[src/rtl/stream_duplicate_remover_core_macros.svh]
// assertion macros used by the duplicate remover core
`ifndef STREAM_DUPLICATE_REMOVER_CORE_MACROS_SVH
`define STREAM_DUPLICATE_REMOVER_CORE_MACROS_SVH

// condition must hold at every clock edge out of reset
`define SDR_ASSERT_ALWAYS(lbl, cond, msg) \
  lbl: assert property (@(posedge clk_i) disable iff (!rst_ni) (cond)) else $error(msg);

// same-cycle implication
`define SDR_ASSERT_IMPL(lbl, ante, cons, msg) \
  lbl: assert property (@(posedge clk_i) disable iff (!rst_ni) (ante) |-> (cons)) \
    else $error(msg);

// next-cycle implication
`define SDR_ASSERT_NEXT(lbl, ante, cons, msg) \
  lbl: assert property (@(posedge clk_i) disable iff (!rst_ni) (ante) |=> (cons)) \
    else $error(msg);

`endif

[src/rtl/sdr_pkg.sv]
// types and constants of the stream duplicate remover
`default_nettype none

package sdr_pkg;

  localparam int unsigned MAX_DISTINCT = 64;
  localparam int unsigned VALUE_W      = 32;

  typedef struct packed {
    logic signed [VALUE_W-1:0] value;
    logic                      last_item;
  } sdr_in_t;

  typedef struct packed {
    logic signed [VALUE_W-1:0] value_out;
    logic                      keep;
    logic                      overflow;
    logic                      last_out;
  } sdr_out_t;

  typedef enum logic [1:0] {
    ST_IDLE,
    ST_SCAN,
    ST_DONE
  } sdr_state_e;

endpackage

`default_nettype wire

[src/rtl/sdr_ram.sv]
// generic single write port, single read port ram with registered read
`default_nettype none

module sdr_ram #(
  parameter int unsigned Width = 32,
  parameter int unsigned Depth = 64,
  parameter int unsigned AddrW = (Depth > 1) ? $clog2(Depth) : 1
) (
  input  logic             clk_i,
  input  logic             we_i,
  input  logic [AddrW-1:0] waddr_i,
  input  logic [Width-1:0] wdata_i,
  input  logic             re_i,
  input  logic [AddrW-1:0] raddr_i,
  output logic [Width-1:0] rdata_o
);

  logic [Width-1:0] mem_q [Depth];
  logic [Width-1:0] rdata_q;

  always_ff @(posedge clk_i) begin
    if (we_i) begin
      mem_q[waddr_i] <= wdata_i;
    end
    if (re_i) begin
      rdata_q <= mem_q[raddr_i];
    end
  end

  assign rdata_o = rdata_q;

endmodule

`default_nettype wire

[src/rtl/sdr_cmp.sv]
// shared equality unit: one stored value against the search key per cycle
`default_nettype none

module sdr_cmp import sdr_pkg::*; (
  input  logic signed [VALUE_W-1:0] key_i,
  input  logic signed [VALUE_W-1:0] entry_i,
  input  logic                      entry_valid_i,
  output logic                      hit_o
);

  assign hit_o = entry_valid_i && (key_i == entry_i);

endmodule

`default_nettype wire

[src/rtl/stream_duplicate_remover_core.sv]
// stream duplicate remover: top level with scan sequencer and output register
// a new value is compared against every kept value, one per cycle, while a duplicate
//   ends the scan at the matching entry; the result then waits while the output stalls
// the next item is taken only after the last result is registered and the state is idle
// reset: asynchronous active low, clears state, kept count and output valid;
//   the store itself is not cleared, only entries below the kept count are read
`default_nettype none

module stream_duplicate_remover_core import sdr_pkg::*; #(
  parameter int unsigned MaxDistinct = MAX_DISTINCT
) (
  input  logic     clk_i,
  input  logic     rst_ni,
  input  sdr_in_t  in_i,
  input  logic     in_valid_i,
  output logic     in_stall_o,
  output sdr_out_t out_o,
  output logic     out_valid_o,
  input  logic     out_stall_i
);

`include "stream_duplicate_remover_core_macros.svh"

  // count holds 0 .. MaxDistinct, address only 0 .. MaxDistinct-1
  localparam int unsigned CntW  = $clog2(MaxDistinct + 1);
  localparam int unsigned AddrW = (MaxDistinct > 1) ? $clog2(MaxDistinct) : 1;

  sdr_state_e state_q, state_d;

  // current transaction being searched
  sdr_in_t item_q, item_d;

  // number of kept entries of the current set
  logic [CntW-1:0] kept_count_q, kept_count_d;

  // next entry to read, and whether last cycle issued a read
  logic [CntW-1:0] idx_q, idx_d;
  logic            rd_pend_q, rd_pend_d;
  logic            hit_q, hit_d;

  // output register parts the scan from the downstream stall
  sdr_out_t out_q, out_d;
  logic     out_valid_q, out_valid_d;

  logic                      out_free;
  logic                      ram_we;
  logic                      ram_re;
  logic signed [VALUE_W-1:0] ram_rdata;
  logic                      cmp_hit;
  logic                      store_full;

  assign out_free   = !out_valid_q || !out_stall_i;
  assign store_full = (kept_count_q == CntW'(MaxDistinct));

  sdr_ram #(
    .Width (VALUE_W),
    .Depth (MaxDistinct),
    .AddrW (AddrW)
  ) u_store (
    .clk_i   (clk_i),
    .we_i    (ram_we),
    .waddr_i (kept_count_q[AddrW-1:0]),
    .wdata_i (item_q.value),
    .re_i    (ram_re),
    .raddr_i (idx_q[AddrW-1:0]),
    .rdata_o (ram_rdata)
  );

  // compares the value read last cycle with the key
  sdr_cmp u_cmp (
    .key_i         (item_q.value),
    .entry_i       (ram_rdata),
    .entry_valid_i (rd_pend_q),
    .hit_o         (cmp_hit)
  );

  always_ff @(posedge clk_i or negedge rst_ni) begin
    if (!rst_ni) begin
      state_q      <= ST_IDLE;
      kept_count_q <= '0;
      idx_q        <= '0;
      rd_pend_q    <= 1'b0;
      hit_q        <= 1'b0;
      out_valid_q  <= 1'b0;
    end else begin
      state_q      <= state_d;
      kept_count_q <= kept_count_d;
      idx_q        <= idx_d;
      rd_pend_q    <= rd_pend_d;
      hit_q        <= hit_d;
      out_valid_q  <= out_valid_d;
    end
  end

  // payload registers need no reset
  always_ff @(posedge clk_i) begin
    item_q <= item_d;
    out_q  <= out_d;
  end

  always_comb begin
    state_d      = state_q;
    item_d       = item_q;
    kept_count_d = kept_count_q;
    idx_d        = idx_q;
    rd_pend_d    = 1'b0;
    hit_d        = hit_q;
    out_d        = out_q;
    out_valid_d  = out_valid_q && out_stall_i;
    in_stall_o   = 1'b1;
    ram_we       = 1'b0;
    ram_re       = 1'b0;

    unique case (state_q)
      ST_IDLE: begin
        in_stall_o = 1'b0;
        if (in_valid_i) begin
          item_d  = in_i;
          idx_d   = '0;
          hit_d   = 1'b0;
          state_d = ST_SCAN;
        end
      end

      ST_SCAN: begin
        // one read issued and one compare done per cycle
        if (cmp_hit) begin
          hit_d   = 1'b1;
          state_d = ST_DONE;
        end else if (idx_q < kept_count_q) begin
          ram_re    = 1'b1;
          rd_pend_d = 1'b1;
          idx_d     = idx_q + CntW'(1);
        end else begin
          hit_d   = 1'b0;
          state_d = ST_DONE;
        end
      end

      ST_DONE: begin
        if (out_free) begin
          out_d.value_out = item_q.value;
          out_d.keep      = !hit_q;
          out_d.overflow  = !hit_q && store_full;
          out_d.last_out  = item_q.last_item;
          out_valid_d     = 1'b1;
          // first occurrence goes into the store if there is room
          if (!hit_q && !store_full) begin
            ram_we       = 1'b1;
            kept_count_d = kept_count_q + CntW'(1);
          end
          // end of set empties the store
          if (item_q.last_item) begin
            kept_count_d = '0;
          end
          state_d = ST_IDLE;
        end
      end

      default: begin
        state_d = ST_IDLE;
      end
    endcase
  end

  assign out_o       = out_q;
  assign out_valid_o = out_valid_q;

  // kept count never passes the store depth
  `SDR_ASSERT_ALWAYS(a_count_range, kept_count_q <= CntW'(MaxDistinct), "kept count overrun")
  // while scanning, the index stays within the kept entries
  `SDR_ASSERT_IMPL(a_idx_range, state_q == ST_SCAN, idx_q <= kept_count_q, "scan index beyond kept count")
  // an overflowed result is always a first occurrence
  `SDR_ASSERT_IMPL(a_ovf_keep, out_valid_o && out_o.overflow, out_o.keep, "overflow without keep")
  // the final item of a set leaves the store empty
  `SDR_ASSERT_NEXT(a_last_clears, (state_q == ST_DONE) && out_free && item_q.last_item,
    kept_count_q == '0, "store not emptied after last item")

endmodule

`default_nettype wire

[config.mk]
export PLATFORM = sky130hd
export DESIGN_NAME = stream_duplicate_remover_core
export DESIGN_NICKNAME = d
export VERILOG_FILES = /design/src/rtl/sdr_pkg.sv /design/src/rtl/sdr_ram.sv /design/src/rtl/sdr_cmp.sv /design/src/rtl/stream_duplicate_remover_core.sv
export VERILOG_INCLUDE_DIRS = /design/src /design/src/rtl
export SDC_FILE = /design/constraint.sdc
export NUM_CORES = 2
export LEC_CHECK = 0
export BUFFER_PORTS_ARGS = -buffer_cell sky130_fd_sc_hd__clkbuf_2
export CAP_MARGIN = 0
export CORE_MARGIN = 10
export CORE_UTILIZATION = 45
export CTS_CLUSTER_SIZE = 25
export DETAILED_ROUTE_END_ITERATION = 12
export GPL_TIMING_DRIVEN = 0
export PLACE_DENSITY = 0.66
export RECOVER_POWER = 100
export SKIP_LAST_GASP = 1
export SYNTH_ARGS = -nofsm -noshare
export SYNTH_HDL_FRONTEND = slang
export SYNTH_HIERARCHICAL = 1
export SYNTH_SLANG_ARGS = --single-unit
export TNS_END_PERCENT = 1
[constraint.sdc]
create_clock -name clk_i -period 6.5 [get_ports clk_i]
set_input_delay 0.975 -clock clk_i [delete_from_list [all_inputs] [get_ports clk_i]]
set_output_delay 0.975 -clock clk_i [all_outputs]
set_load 0.005 [all_outputs]
======== After elaboration in Yosys (flattened, before gate mapping) ========
Memories as Yosys holds them, arrays and structs flattened. A register that Yosys moved wholly into a read port is not among the register bits.
Index checks and enable logic that the tools add are counted.
cells by class
  add/sub/neg operators ................... 2
  order comparisons ....................... 1
  equal/unequal tests ..................... 9
  mux-type cells .......................... 26
  reductions and logical operators ........ 18
operator list
  cell                   number
  $mux W7                5
  $eq A32 B32 Y1         1
  $add A7 B1 Y7 const B  2
  $mux W1                14
  $pmux W7 S2            1
  $reduce_and A3 Y1      3
  $mux W2                4
  $ne A2 B2 Y1 const B   4
  $eq A7 B7 Y1 const B   1
  $lt A7 B7 Y1           1
  $pmux W2 S3            1
  $logic_and A1 B1 Y1    4
  $logic_not A1 Y1       4
  $reduce_and A2 Y1      2
  $reduce_and A4 Y1      1
  $reduce_bool A2 Y1     2
  $ne A3 B3 Y1 const B   1
  $eq A2 B1 Y1 const B   1
  $eq A2 B2 Y1 const B   1
  $logic_not A2 Y1       1
  $pmux W1 S2            1
  $logic_or A1 B1 Y1     1
storage, ports and cells
  bits in registers ....................... 87
  bits in writable memories ............... 2048
  input port bits ......................... 37
  logic and storage cells ................. 69
  memories ................................ 1
memories
  name           depth  bits a word  rd ports  clocked after memory_dff  wr ports  RTL line       source
  u_store.mem_q  64     32           1         1                         1         sdr_ram.sv:18  logic [Width-1:0] mem_q [Depth];

======== Longest topological paths before layout ========
  word-level depth ........................ 8
  mapped depth ............................ 11
  depth with buffers taken out ............ 10

======== Modules after synthesis ========
Netlist, hierarchy kept.
modules (own cells, without submodules)
  module                         instances  cells each  area each (um2)
  sdr_ram                        1          3324        78835.6
  stream_duplicate_remover_core  1          195         3210.6
  sdr_cmp                        1          44          355.3

======== Worst setup path after synthesis ========
OpenSTA, ideal clock, no wires.
  kind .................................... input port to flip-flop
  start point ............................. input port out_stall_i
  end point ............................... memory u_store.mem_q[48][0], enable pin
  setup time .............................. 0.461 ns
  data arrival time ....................... 4.537 ns
  required time ........................... 6.039 ns
  setup slack ............................. 1.502 ns
  stages on the path ...................... 6
  cell sequence ........................... a21oi_4 > nand2_4 > inv_1 > nor2b_1 > nand4b_1 > nor3_1
between the ends
  cells in the longest elaborated chain, start to end .. 6
ends and longest elaborated chain
  element                        RTL line                              source
  start: declaration             stream_duplicate_remover_core.sv:19   input logic out_stall_i
  $logic_not A1 Y1               stream_duplicate_remover_core.sv:52   assign out_free = !out_valid_q || !out_stall_i;
  $logic_or A1 B1 Y1             stream_duplicate_remover_core.sv:52
  $mux W1                        stream_duplicate_remover_core.sv:141  if (out_free) begin
  $mux W1                        stream_duplicate_remover_core.sv:114  unique case (state_q)
  via ram_we                     stream_duplicate_remover_core.sv:46   logic ram_we;
  $mux W1                        sdr_ram.sv:22                         if (we_i) begin
  $mux W1 (implied by the code)  sdr_ram.sv:23                         mem_q[waddr_i] <= wdata_i;
  end: declaration               sdr_ram.sv:18
The timed path passes the listed nets, and every way through them passes these cells.

======== Worst setup path in the final report ========
  start point ............................. register idx_q[1]
  end point ............................... register u_store.rdata_q[24], in the netlist u_store/rdata_o[24], read port of u_store.mem_q, data pin
between the ends
  cells in the longest elaborated chain, start to end .. 4
ends and longest elaborated chain
  element                   RTL line                              source
  start: declaration        stream_duplicate_remover_core.sv:37   logic [CntW-1:0] idx_q, idx_d;
  start signal: assignment  stream_duplicate_remover_core.sv:88   idx_q <= idx_d;
  $lt A7 B7 Y1              stream_duplicate_remover_core.sv:130  end else if (idx_q < kept_count_q) begin
  $mux W1                   stream_duplicate_remover_core.sv:130
  $mux W1                   stream_duplicate_remover_core.sv:127  if (cmp_hit) begin
  $mux W1                   stream_duplicate_remover_core.sv:114
  end: declaration          sdr_ram.sv:19                         logic [Width-1:0] rdata_q;
Parallel ways exist; a longest one is shown, timed or not.
A chain may end at the register's enable or synchronous reset.

==> reports/metrics.yaml <==
tritoncts: "yes"
leakage_nw: 28.7
finish.cell_count_without_fillers: 6568
coreArea_sq_um: 183000
asyncSetResetFlopFracSynth_pct: 0.877
cts_max_path_buffers: 3
routed_via_density: 6.36
transition_time_of_the_tightest_slew_check_pin_ns: 2.26
routedWlPerCell_um: 36.3
grt_max_degree: 41
maxSlewViolCount: 385
placed_cell_area_sq_um: 90300
max_vdd_drop_mv: 0.292
vias_in_the_first_global_route: 41353
cts-htree-levels: 4
fp.dieH_um: 448
synth-compound-area-share_pct: 1.81
area.sequential_sq_um: 65000
postSynthNetCount: 3609
cts.clk_slew.worst_paths_ns: 0.06
via_count: 41752
power-per-cell-area_nw_per_um2: 389
rsz0062_at_grt: "no"
postSynthRegisterBits: 2167
post_cts.repair.setup_buffers: 0
numPortBuffers: 73
die-area_sq_um: 201000
cts_hold_buffers: 0
grt_antenna_before_repair: 7
clock-sinks: 2167
synth.avg_cell_area_sq_um: 23.1
status: "finished, violations left"
layout-drive-gt1-share_pct: 25.9
finalCoreUtilization_pct: 51.7
critPathKind: "reg2reg"
netlist_area_before_placement_sq_um: 82400
post_route_clock_period_utilization_pct: 84.1
synth-simple-area-share_pct: 1.67
cts_root_buf: "clkbuf_16"
drt_first_pass_iters: 6
tmin_final_ns: 5.46
timing.max_cap.violations: 19
post_synth_edffs: 2148
synthMuxAreaShare_pct: 16.0
fmax_mhz: 183
failing_checks: "capacitance limit, slew limit"
netlist_cell_types: 57
crit_path_end_kind: "register"
hpwlAfterDp_mm: 159
wire_length_of_the_first_global_routing_pass_mm: 329
initial_core_util_pct: 45.1
global_route.usage.total_pct: 23.7
critical_path_arrival_ns: 6.02
gr-total-overflow: 0
clk_latency_ns: 0.84
critical-path-max-stage-delay_ns: 0.87
ant_nets: 0
sum_of_negative_setup_slack_ns: 0
holdCritPathClass: "in2reg"
cpMaxStageDelayCell: "clkbuf_1"
place.gp.congestion: 0.906
final.setup_skew_ns: 0.0356
post_cts_resized: 0
worstPathCellList: "clkbuf_1 > clkbuf_1 > clkbuf_1 > clkbuf_1 > mux4_2 > o22ai_1 > nor2_1 > a21oi_1 > nor2_1"
netlist_instances: 3563
report.final.hold_viol_count: 0
fin_area_sq_um: 94500
setup_viol_count_final: 0
drc: 0
worstSetupStartpointType: "register"
multiInputGateArea_sq_um: 16800
synthToLayoutAreaGrowth_pct: 14.6
synth-seq-area-share_pct: 78.9
synth_warnings: 6
worstPathRequired_ns: 7.06
final_net_count: 4060
n_fill_cell: 13961
detailedRoute.firstIterationViolations: 6413
ios: 74
worst-path-max-fanout: 10
slew-limit-headroom_pct: -50.4
row_count: 157
worst_path_most_repeated_cell: "clkbuf_1"
synth_top_family_by_area: "multiplexers"
synth_adder_area_share_pct: 0.137
die_width_um: 448
wirelength_mm: 239
cts-buffers-inserted: 204
synthFlopType: "edfxtp_1"
place_inst: 6193
post_synth_xor_xnor_area_pct: 0.372
## metal layers
layer | vias to the layer above | track usage (%) | part of all wire, %
met5 | - | 0 | 0.011
met4 | 4 | 10.8 | 5.5
met3 | 563 | 5.89 | 12
met2 | 2846 | 36.7 | 46
met1 | 22231 | 31.9 | 36
li1 | 16108 | - | -
## synth_stat cells, drive strengths merged, types with 10 or more instances
cell / instances / area (sq um)
inv: 11 / 41.3
o221ai: 27 / 236
nor2b: 16 / 100
nor2: 146 / 548
buf: 110 / 624
mux4: 544 / 12300
nand2b: 10 / 62.6
o22ai: 84 / 526
nor3: 12 / 65.1
clkbuf: 74 / 278
dfrtp: 19 / 475
a21oi: 66 / 342
nand3: 19 / 95.1
a22oi: 12 / 90.1
nand2: 41 / 161
mux2i: 94 / 941
xor2: 31 / 272
edfxtp: 2148 / 64500
## state kept, by name, indices dropped and copies added (netlist names), 2 cells and up
name             cells
state_q              2
out_o               35
idx_q                7
u_store/mem_q     2048
item_q              33
kept_count_q         7
u_store/rdata_o     32
## metrics by stage
step	setup WS (ns)	hold slack, ns	power, mW
floorplan	1.50	0.493	22.1
global placement	-2.36	0.547	25.5
detailed placement	2.01	0.538	26.1
CTS	2.15	0.0713	37.2
global route	1.05	0.275	37.7
finish	1.04	0.310	36.7
## cell usage in the layout (no fill, tap or decap), types with 40 or more instances in the layout
cell type and instances:
a21oi_1 66, buf_12 57, buf_2 53, clkbuf_1 245, clkbuf_16 206, clkbuf_2 44
clkinv_1 55, edfxtp_1 2148, mux2i_1 94, mux4_2 544, nand2_1 40, nor2_1 104
nor2_4 42, o22ai_1 84
## power by group
group	switching [mW]	internal [mW]	total, mW	leakage, nW
Sequential	0.272	16.4	16.7	19.6
Clock	5.08	6.17	11.2	3.02
Combinational	5.55	3.22	8.78	6.05
## path summary, 6_finish.rpt
check                                startpoint                               to  slack (ns)  cells past startpoint
min in group asynchronous                rst_ni      kept_count_q[2]$_DFFE_PN0P_        0.35                      1
max in group asynchronous                rst_ni      kept_count_q[0]$_DFFE_PN0P_        5.47                      1
hold / removal                         in_i[12]             item_q[12]$_DFFE_PP_        0.31                      1
hold reg to reg            item_q[18]$_DFFE_PP_  u_store/mem_q[50][17]$_DFFE_PP_        0.54                      0
setup reg to reg           idx_q[1]$_DFFE_PN0P_    u_store/rdata_o[24]$_DFFE_PP_        1.04                      9
setup / recovery           idx_q[1]$_DFFE_PN0P_    u_store/rdata_o[24]$_DFFE_PP_        1.04                      9
## kinds of logic after synthesis
kind of cell	Yosys count
flip-flops	2167
multiplexers	638
XOR/XNOR	35
adder cells (fa/ha/maj)	9
buffers and inverters	195
AO/OA/AOI/OAI	227
AND/OR/NAND/NOR	292
## worst max-delay path: cells and delay by family, from the launching register on
family                 cells  cell delay, ns
and+or+nand+nor            2            0.27
DFF                        1            0.41
muxes                      1            0.41
AOI/OAI and AO/OA          2            0.92
buffers and inverters      4            3.12
## area by class of cell
| class | count | area share, % |
|---|---|---|
| antenna | 4 | 0.0106 |
| clock inverter | 116 | 0.915 |
| multi-input combinational | 1201 | 17.8 |
| sequential | 2167 | 68.8 |
| timing repair buffer | 245 | 2.74 |
| clock buffer | 255 | 5.65 |
| inverter | 11 | 0.0437 |
| tap | 2385 | 3.16 |
| buffer | 184 | 0.940 |
(Power assumes the default switching activity.)
